==> src/rtl/wvde_pkg.sv <==
// wind vane direction estimator: shared package
// holds payload types, controller commands/status, fsm states and the vane bin table
// no dependencies
package wvde_pkg;

   localparam int unsigned DEG_STEP    = 45;
   localparam int unsigned FULL_CIRCLE = 360;
   localparam logic [3:0]  BIN_RESET   = 4'd5;
   localparam logic [3:0]  BIN_LAST    = 4'd15;
   localparam int unsigned COUNT_MAX   = 63;

   typedef enum logic [0:0] {
      KIND_STORE   = 1'b0,
      KIND_COMPUTE = 1'b1
   } kind_type;

   typedef struct packed {
      kind_type   kind;
      logic [9:0] vane_sample;
   } req_data_type;

   typedef struct packed {
      logic [8:0] direction_deg;
      logic [3:0] window_start;
      logic [5:0] window_count;
   } rsp_data_type;

   typedef enum logic [2:0] {
      ST_IDLE,
      ST_HIST,
      ST_SCAN,
      ST_WEIGHT,
      ST_DIV,
      ST_DONE
   } ctl_state_type;

   typedef struct packed {
      logic store;
      logic hist_clear;
      logic hist_step;
      logic scan_step;
      logic weight_step;
      logic div_load;
      logic div_step;
      logic out_load;
   } dp_cmd_type;

   typedef struct packed {
      logic hist_done;
      logic scan_done;
      logic weight_done;
      logic div_done;
   } dp_status_type;

   // strict thresholds, highest first
   function automatic logic [3:0] vane_to_bin(input logic [9:0] v);
      logic [3:0] bin;
      if      (v > 10'd940) bin = 4'd12;
      else if (v > 10'd890) bin = 4'd14;
      else if (v > 10'd820) bin = 4'd13;
      else if (v > 10'd785) bin = 4'd0;
      else if (v > 10'd690) bin = 4'd15;
      else if (v > 10'd630) bin = 4'd10;
      else if (v > 10'd590) bin = 4'd11;
      else if (v > 10'd455) bin = 4'd2;
      else if (v > 10'd400) bin = 4'd1;
      else if (v > 10'd285) bin = 4'd8;
      else if (v > 10'd240) bin = 4'd9;
      else if (v > 10'd180) bin = 4'd6;
      else if (v > 10'd125) bin = 4'd7;
      else if (v > 10'd90)  bin = 4'd4;
      else if (v > 10'd80)  bin = 4'd3;
      else                  bin = BIN_RESET;
      return bin;
   endfunction

endpackage

==> src/rtl/wvde_ctrl.sv <==
// wind vane direction estimator: controller state machine
// sequences histogram, window scan, weighting, division and result load
// depends on wvde_pkg
module wvde_ctrl import wvde_pkg::*; (
   input  logic          clock,
   input  logic          reset,
   input  logic          req_valid,
   input  kind_type      req_kind,
   output logic          req_ready,
   output logic          rsp_valid,
   input  logic          rsp_ready,
   input  dp_status_type status,
   output dp_cmd_type    cmd
);

   ctl_state_type state_ff, state_in;
   logic          rsp_valid_ff, rsp_valid_in;
   logic          out_free;

   assign out_free  = !rsp_valid_ff || rsp_ready;
   assign req_ready = (state_ff == ST_IDLE);
   assign rsp_valid = rsp_valid_ff;

   always_comb begin
      state_in = state_ff;
      unique case (state_ff)
         ST_IDLE: begin
            if (req_valid && req_kind == KIND_COMPUTE) state_in = ST_HIST;
         end
         ST_HIST: begin
            if (status.hist_done) state_in = ST_SCAN;
         end
         ST_SCAN: begin
            if (status.scan_done) state_in = ST_WEIGHT;
         end
         ST_WEIGHT: begin
            if (status.weight_done) state_in = ST_DIV;
         end
         ST_DIV: begin
            if (status.div_done) state_in = ST_DONE;
         end
         ST_DONE: begin
            if (out_free) state_in = ST_IDLE;
         end
         default: state_in = ST_IDLE;
      endcase
   end

   always_comb begin
      cmd = '0;
      unique case (state_ff)
         ST_IDLE: begin
            cmd.store      = req_valid && req_kind == KIND_STORE;
            cmd.hist_clear = req_valid && req_kind == KIND_COMPUTE;
         end
         ST_HIST:   cmd.hist_step = 1'b1;
         ST_SCAN:   cmd.scan_step = 1'b1;
         ST_WEIGHT: begin
            cmd.weight_step = !status.weight_done;
            cmd.div_load    = status.weight_done;
         end
         ST_DIV:    cmd.div_step = 1'b1;
         ST_DONE:   cmd.out_load = out_free;
         default:   cmd = '0;
      endcase
   end

   always_comb begin
      rsp_valid_in = rsp_valid_ff;
      if (cmd.out_load) rsp_valid_in = 1'b1;
      else if (rsp_ready) rsp_valid_in = 1'b0;
   end

   always_ff @(posedge clock) begin
      if (reset) begin
         state_ff     <= ST_IDLE;
         rsp_valid_ff <= 1'b0;
      end else begin
         state_ff     <= state_in;
         rsp_valid_ff <= rsp_valid_in;
      end
   end

endmodule

==> src/rtl/wvde_dpath.sv <==
// wind vane direction estimator: datapath
// sample ring memory, histogram, window scan, weighted sum, restoring divider, result register
// depends on wvde_pkg
module wvde_dpath import wvde_pkg::*; #(
   parameter int SAMPLE_DEPTH = 32,
   parameter int WINDOW_BINS  = 5
) (
   input  logic          clock,
   input  logic          reset,
   input  dp_cmd_type    cmd,
   input  req_data_type  req_data,
   output dp_status_type status,
   output rsp_data_type  rsp_data
);

   localparam int AW  = (SAMPLE_DEPTH > 1) ? $clog2(SAMPLE_DEPTH) : 1;
   localparam int CW  = $clog2(SAMPLE_DEPTH + 1);
   localparam int WSW = $clog2(15 * SAMPLE_DEPTH + 1);
   localparam int NW  = WSW + 6;
   localparam int DCW = $clog2(NW);
   localparam logic [AW-1:0]  WP_LAST  = AW'(SAMPLE_DEPTH - 1);
   localparam logic [CW-1:0]  IDX_END  = CW'(SAMPLE_DEPTH);
   localparam logic [4:0]     J_LAST   = 5'(WINDOW_BINS - 1);
   localparam logic [4:0]     J_END    = 5'(WINDOW_BINS);
   localparam logic [DCW-1:0] DIV_LAST = DCW'(NW - 1);

   // sample ring
   logic [3:0]              ring_mem_ff [SAMPLE_DEPTH];
   logic [SAMPLE_DEPTH-1:0] ring_valid_ff;
   logic [AW-1:0]           wp_ff, wp_in;
   logic [3:0]              rd_bin_ff;
   logic                    rd_valid_ff;
   logic [AW-1:0]           rd_addr;
   logic                    rd_issue;
   logic [3:0]              acc_bin;

   // histogram and counters
   logic [CW-1:0]  hist_ff [16];
   logic [3:0]     hist_addr;
   logic [CW-1:0]  hist_rd;
   logic           pend_ff, pend_in;
   logic [CW-1:0]  idx_ff, idx_in;
   logic [3:0]     s_ff, s_in;
   logic [4:0]     j_ff, j_in;
   logic [CW-1:0]  sum_ff, sum_in;
   logic [CW-1:0]  total;
   logic [CW-1:0]  best_total_ff, best_total_in;
   logic [3:0]     best_start_ff, best_start_in;
   logic [WSW-1:0] wsum_ff, wsum_in;

   // divider
   logic [CW-1:0]  rem_ff, rem_in;
   logic [NW-1:0]  quo_ff, quo_in;
   logic [DCW-1:0] dcnt_ff, dcnt_in;
   logic [CW:0]    shifted;
   logic           ge;

   // result
   rsp_data_type   rsp_ff;
   logic [10:0]    dir_sum;
   logic [9:0]     dir_half;
   logic [8:0]     dir_deg;
   logic [8:0]     cnt_ext;

   assign rd_addr  = idx_ff[AW-1:0];
   assign rd_issue = cmd.hist_step && (idx_ff != IDX_END);
   assign acc_bin  = rd_valid_ff ? rd_bin_ff : BIN_RESET;

   // one read port: histogram update while filling, window address otherwise
   assign hist_addr = pend_ff         ? acc_bin :
                      cmd.weight_step ? best_start_ff + j_ff[3:0] :
                                        s_ff + j_ff[3:0];
   assign hist_rd   = hist_ff[hist_addr];
   assign total     = sum_ff + hist_rd;

   assign status.hist_done   = (idx_ff == IDX_END);
   assign status.scan_done   = (s_ff == BIN_LAST) && (j_ff == J_LAST);
   assign status.weight_done = (j_ff == J_END);
   assign status.div_done    = (dcnt_ff == DIV_LAST);

   assign wp_in = (wp_ff == WP_LAST) ? '0 : wp_ff + AW'(1);

   always_ff @(posedge clock) begin
      if (cmd.store) ring_mem_ff[wp_ff] <= vane_to_bin(req_data.vane_sample);
      rd_bin_ff <= ring_mem_ff[rd_addr];
   end

   always_ff @(posedge clock) begin
      if (reset) begin
         ring_valid_ff <= '0;
         wp_ff         <= '0;
         rd_valid_ff   <= 1'b0;
      end else begin
         if (cmd.store) begin
            ring_valid_ff[wp_ff] <= 1'b1;
            wp_ff                <= wp_in;
         end
         rd_valid_ff <= ring_valid_ff[rd_addr];
      end
   end

   always_ff @(posedge clock) begin
      if (cmd.hist_clear) begin
         for (int b = 0; b < 16; b++) hist_ff[b] <= '0;
      end else if (pend_ff) begin
         hist_ff[acc_bin] <= hist_rd + CW'(1);
      end
   end

   assign shifted = {rem_ff, quo_ff[NW-1]};
   assign ge      = (shifted >= (CW+1)'(best_total_ff));

   always_comb begin
      pend_in       = rd_issue;
      idx_in        = idx_ff;
      s_in          = s_ff;
      j_in          = j_ff;
      sum_in        = sum_ff;
      best_total_in = best_total_ff;
      best_start_in = best_start_ff;
      wsum_in       = wsum_ff;
      rem_in        = rem_ff;
      quo_in        = quo_ff;
      dcnt_in       = dcnt_ff;
      if (cmd.hist_clear) begin
         idx_in        = '0;
         s_in          = '0;
         j_in          = '0;
         sum_in        = '0;
         best_total_in = '0;
         best_start_in = '0;
      end else if (rd_issue) begin
         idx_in = idx_ff + CW'(1);
      end
      if (cmd.scan_step) begin
         if (j_ff == J_LAST) begin
            // window complete: strict compare keeps lowest start on ties
            if (total > best_total_ff) begin
               best_total_in = total;
               best_start_in = s_ff;
            end
            sum_in = '0;
            j_in   = '0;
            s_in   = s_ff + 4'd1;
            if (status.scan_done) begin
               j_in    = 5'd1;
               wsum_in = '0;
            end
         end else begin
            sum_in = total;
            j_in   = j_ff + 5'd1;
         end
      end
      if (cmd.weight_step) begin
         wsum_in = wsum_ff + WSW'(j_ff[3:0]) * WSW'(hist_rd);
         j_in    = j_ff + 5'd1;
      end
      if (cmd.div_load) begin
         quo_in  = NW'(wsum_ff) * NW'(DEG_STEP);
         rem_in  = '0;
         dcnt_in = '0;
      end else if (cmd.div_step) begin
         rem_in  = ge ? CW'(shifted - (CW+1)'(best_total_ff)) : shifted[CW-1:0];
         quo_in  = {quo_ff[NW-2:0], ge};
         dcnt_in = dcnt_ff + DCW'(1);
      end
   end

   always_ff @(posedge clock) begin
      if (reset) begin
         pend_ff <= 1'b0;
         idx_ff  <= '0;
         s_ff    <= '0;
         j_ff    <= '0;
         dcnt_ff <= '0;
      end else begin
         pend_ff <= pend_in;
         idx_ff  <= idx_in;
         s_ff    <= s_in;
         j_ff    <= j_in;
         dcnt_ff <= dcnt_in;
      end
   end

   always_ff @(posedge clock) begin
      sum_ff        <= sum_in;
      best_total_ff <= best_total_in;
      best_start_ff <= best_start_in;
      wsum_ff       <= wsum_in;
      rem_ff        <= rem_in;
      quo_ff        <= quo_in;
   end

   // quotient never exceeds 45 * (bins - 1), so ten bits hold it
   assign dir_sum  = 11'(best_start_ff) * 11'(DEG_STEP) + 11'(quo_ff[9:0]);
   assign dir_half = dir_sum[10:1];
   assign dir_deg  = (best_total_ff == '0)            ? 9'd0 :
                     (dir_half >= 10'(FULL_CIRCLE))   ? 9'(dir_half - 10'(FULL_CIRCLE)) :
                                                        dir_half[8:0];
   assign cnt_ext  = 9'(best_total_ff);

   always_ff @(posedge clock) begin
      if (cmd.out_load) begin
         rsp_ff.direction_deg <= dir_deg;
         rsp_ff.window_start  <= best_start_ff;
         rsp_ff.window_count  <= (cnt_ext > 9'(COUNT_MAX)) ? 6'(COUNT_MAX) : cnt_ext[5:0];
      end
   end

   assign rsp_data = rsp_ff;

endmodule

==> src/rtl/wind_vane_direction_estimator.sv <==
// wind vane direction estimator: top level
// joins the controller and the datapath; depends on wvde_pkg, wvde_ctrl, wvde_dpath
//
//   channel  ports                            direction  payload
//   req      req_valid req_ready req_data     in         kind, vane_sample
//   rsp      rsp_valid rsp_ready rsp_data     out        direction_deg, window_start,
//                                                        window_count
//
// reset marks every ring entry as bin 5 by valid bits.
// a compute transaction walks the ring through the single memory read port, then runs the
// one-bin-per-cycle window scan, the weighting and the divider.
// a result waits in the output register; stores are still taken while it waits, and a
// following compute holds in its last state until that register is free.
module wind_vane_direction_estimator import wvde_pkg::*; #(
   parameter int SAMPLE_DEPTH = 32,
   parameter int WINDOW_BINS  = 5
) (
   input  logic         clock,
   input  logic         reset,
   input  logic         req_valid,
   output logic         req_ready,
   input  req_data_type req_data,
   output logic         rsp_valid,
   input  logic         rsp_ready,
   output rsp_data_type rsp_data
);

   dp_cmd_type    cmd;
   dp_status_type status;

   wvde_ctrl u_ctrl (
      .clock     (clock),
      .reset     (reset),
      .req_valid (req_valid),
      .req_kind  (req_data.kind),
      .req_ready (req_ready),
      .rsp_valid (rsp_valid),
      .rsp_ready (rsp_ready),
      .status    (status),
      .cmd       (cmd)
   );

   wvde_dpath #(
      .SAMPLE_DEPTH (SAMPLE_DEPTH),
      .WINDOW_BINS  (WINDOW_BINS)
   ) u_dpath (
      .clock    (clock),
      .reset    (reset),
      .cmd      (cmd),
      .req_data (req_data),
      .status   (status),
      .rsp_data (rsp_data)
   );

endmodule

==> config.mk <==
export PLATFORM = sky130hd
export DESIGN_NAME = wind_vane_direction_estimator
export DESIGN_NICKNAME = d
export VERILOG_FILES = /design/src/rtl/wvde_pkg.sv /design/src/rtl/wvde_ctrl.sv /design/src/rtl/wvde_dpath.sv /design/src/rtl/wind_vane_direction_estimator.sv
export SDC_FILE = /design/constraint.sdc
export NUM_CORES = 1
export LEC_CHECK = 0
export BUFFER_PORTS_ARGS = -buffer_cell sky130_fd_sc_hd__clkbuf_2
export CORE_ASPECT_RATIO = 0.9
export CORE_MARGIN = 4
export CORE_UTILIZATION = 45
export DETAILED_ROUTE_END_ITERATION = 8
export PLACE_DENSITY = 0.56
export SLEW_MARGIN = 5
export SYNTH_ARGS = -nofsm -noshare
export SYNTH_HDL_FRONTEND = slang
export SYNTH_HIERARCHICAL = 1
export SYNTH_SLANG_ARGS = --single-unit
==> constraint.sdc <==
create_clock -name clock -period 10.5 [get_ports clock]
set_clock_uncertainty 0.15 [all_clocks]
set_input_delay 0.525 -clock clock [delete_from_list [all_inputs] [get_ports clock]]
set_output_delay 0.525 -clock clock [all_outputs]
set_load 0.05 [all_outputs]
==> impl_metrics.csv <==
group,metric,value,unit
routing,vias,12000,
clocking,tritoncts,"done",
critical_path,slowest_stage,"nor4b_1",
sta,tightest_slew,1220,ps
sta,drv_slew,0,
sta,rsz0062_at_grt,"no",
power_and_ir_drop,vdd_ir_drop_max,0.154,mV
sta,hold_viol,0,
routing,routed_wl,42300,um
final_layout,multi_input_area,8180,sq um
final_layout,instances_no_fill,2176,
routing,vias_per_cell,5.50,
synth,async_flop_share,0,%
final_layout,nets,1753,
routing,wl_per_cell,19.4,um
synth,netlist_area,18900,sq um
clocking,cts_resized,0,
sta,fin_crit_sh,80.0,%
worst_hold_path,hp-class,"in2reg",
placed_design,dp.cells,2104,
sta,relSlewSlack,19.0,%
die,fp.dieH,202,um
synth,ys_ff_latch,355,
clocking,cts_max_level,2,
die,rows,70,
critical_path,start_kind,"flip-flop",
die,ioPinCount,36,
synth,synth_cells,1592,
placed_design,postPlaceCellArea,19500,sq um
sta,hold_ws,207,ps
critical_path,slowest_delay,530,ps
synth,yosysSeqAreaShare,52.1,%
die,fp.dieArea,45300,sq um
critical_path,endpoint_kind,"flip-flop",
global_route,grt_pass1_vias,11800,
synth,ys_types,78,
global_route,grt.total_usage,18.6,%
final_layout,drive_gt1_share,13.8,%
final_layout,fin_util,50.6,%
routing,drcViolationCount,0,
critical_path,crit_fanout,24,
sta,max_freq,119,MHz
final_layout,most-common-layout-cells,"edfxtp_1, nor2_1, inv_1",
placed_design,dp_hpwl,29200,um
synth,ys.flop_type,"edfxtp_1",
final_layout,diodes,0,
die,core,41000,sq um
synth,avgSynthCellArea,11.9,sq um
synth,yosysWarningCount,6,
power_and_ir_drop,leakage,7.80,nW
clocking,post_cts_buffers,0,
synth,syn-num-nets,1740,
clocking,clkLatencyLatePin,550,ps
clocking,cts_hold_buf,0,
die,initial_core_util,46.0,%
critical_path,critPathKind,"reg2reg",
clocking,path_clk_slew,60,ps
final_layout,final_common_cell,"edfxtp_1",
global_route,grt_max_degree,57,
global_route,antenna_found_initial,0,
sta,fin_tns_setup,0,ps
sta,final.min_clock_period,8400,ps
final_layout,postLayoutCellArea,20700,sq um
final_layout,fill_cells,3650,
clocking,cts_root_buf,"clkbuf_16",
critical_path,cp.required,10640,ps
final_layout,area_growth_syn_to_layout,9.92,%
critical_path,worstPathArrival,8530,ps
job,drv_cap,0,
critical_path,critPathBufInv,5,
critical_path,crit_family,"adder cells",
placed_design,io_buffer_count,35,
die,die_x,224,um
clocking,cts_buffers,39,
placed_design,routabilityCongestion,0.854,
global_route,globalRouteOverflowTotal,0,
routing,first_iter_violations,984,
routing,ant_nets,0,
global_route,grt_pass1_wl,67100,um
routing,dr.pass1.iters,5,
clocking,clock_path_buffers,3,
final_layout,seqCellArea,9840,sq um
critical_path,cp_common_cell,"fa_1",
synth,synth_edf_count,273,
clocking,cts.sinks,355,
outcome,outcome,"completed",
sta,setup_violations,0,
power_and_ir_drop,power.density,157,nW/um^2
critical_path,reg2reg_setup_slack,2100,ps
through the flow:
| step | total power [mW] | worst slack (ps) |
|---|---|---|
| 2_1_floorplan | 1.84 | 3270 |
| 3_3_place_gp | 1.93 | 2380 |
| 3_5_place_dp | 1.94 | 2120 |
| 4_1_cts | 3.30 | 2090 |
| 5_1_grt | 3.40 | 1460 |
| 6_report | 3.26 | 2100 |
path summary, 6_finish.rpt:
check / startpoint / endpoint / depth (start not counted)
worst max-delay path: u_dpath/j_ff[1]$_SDFFE_PP0P_ / u_dpath/wsum_ff[8]$_SDFFCE_PN0P_ / 29
worst min-delay path: rsp_ready / u_ctrl/rsp_valid$_SDFFE_PP0P_ / 3
worst max register to register: u_dpath/j_ff[1]$_SDFFE_PP0P_ / u_dpath/wsum_ff[8]$_SDFFCE_PN0P_ / 29
worst min register to register: u_dpath/ring_valid_ff[22]$_SDFFE_PP0P_ / u_dpath/ring_valid_ff[22]$_SDFFE_PP0P_ / 2
kinds of logic after synthesis:
logic type | synth area share (%)
adders and majority gates | 10.3
and+or+nand+nor | 12.8
buffers and inverters | 4.62
muxes | 9.99
AOI/OAI and AO/OA | 8.11
DFF | 52.1
xor gates and xnor gates | 2.04
sequential cells by signal (all words and copies together) (netlist names), 6 cells and up:
signal / flops
u_dpath/best_total_ff: 6
u_dpath/hist_ff: 96
u_dpath/idx_ff: 6
u_dpath/quo_ff: 15
u_dpath/rem_ff: 6
u_dpath/ring_mem_ff: 128
u_dpath/ring_valid_ff: 32
u_dpath/rsp_data: 19
u_dpath/sum_ff: 6
u_dpath/wsum_ff: 9
cells in the mapped netlist, types with 32 or more instances:
master | number | area share [%]
dfxtp_1 | 82 | 8.7
mux2i_1 | 32 | 1.7
a21oi_1 | 56 | 1.5
inv_1 | 131 | 2.6
mux4_2 | 59 | 7.0
fa_1 | 37 | 3.9
edfxtp_1 | 273 | 43
nor2_1 | 254 | 5.1
clkbuf_1 | 49 | 0.97
nand2b_1 | 37 | 1.2
o21ai_0 | 35 | 0.93
ha_1 | 96 | 6.4
nand2_1 | 75 | 1.5
worst reg2reg max path: cells and delay by family (launching register included):
kind / cells / cell delay (ps)
muxes: 2 / 560
and+or+nand+nor: 8 / 1740
buffers and inverters: 5 / 950
AOI/OAI and AO/OA: 6 / 1540
adders and majority gates: 7 / 2660
DFF: 1 / 410
xor gates and xnor gates: 1 / 150
power by group:
group          switching, mW  internal (mW)  total [mW]
clock                  0.565          0.786        1.35
combinational          0.204          0.124       0.327
sequential            0.0250           1.56        1.58
total                  0.794           2.47        3.26
final cells by class:
cell class,count,share of cell area (%)
well taps,540,3.26
clock buffers,48,5.01
repair buffers,50,1.39
inverters,131,2.37
clock inverters,24,1.08
multi-input cells,1028,39.4
flip-flops and latches,355,47.4
per-layer routing:
layer / vias to the layer above / GRT usage (%) / part of all wire, %
met1: 5903 / 28.0 / 47
met2: 288 / 29.1 / 46
met3: 51 / 2.57 / 4.9
li1: 5723 / - / -
met4: 0 / 3.61 / 1.6
met5: - / 0 / 0
(Power assumes the default switching activity.)
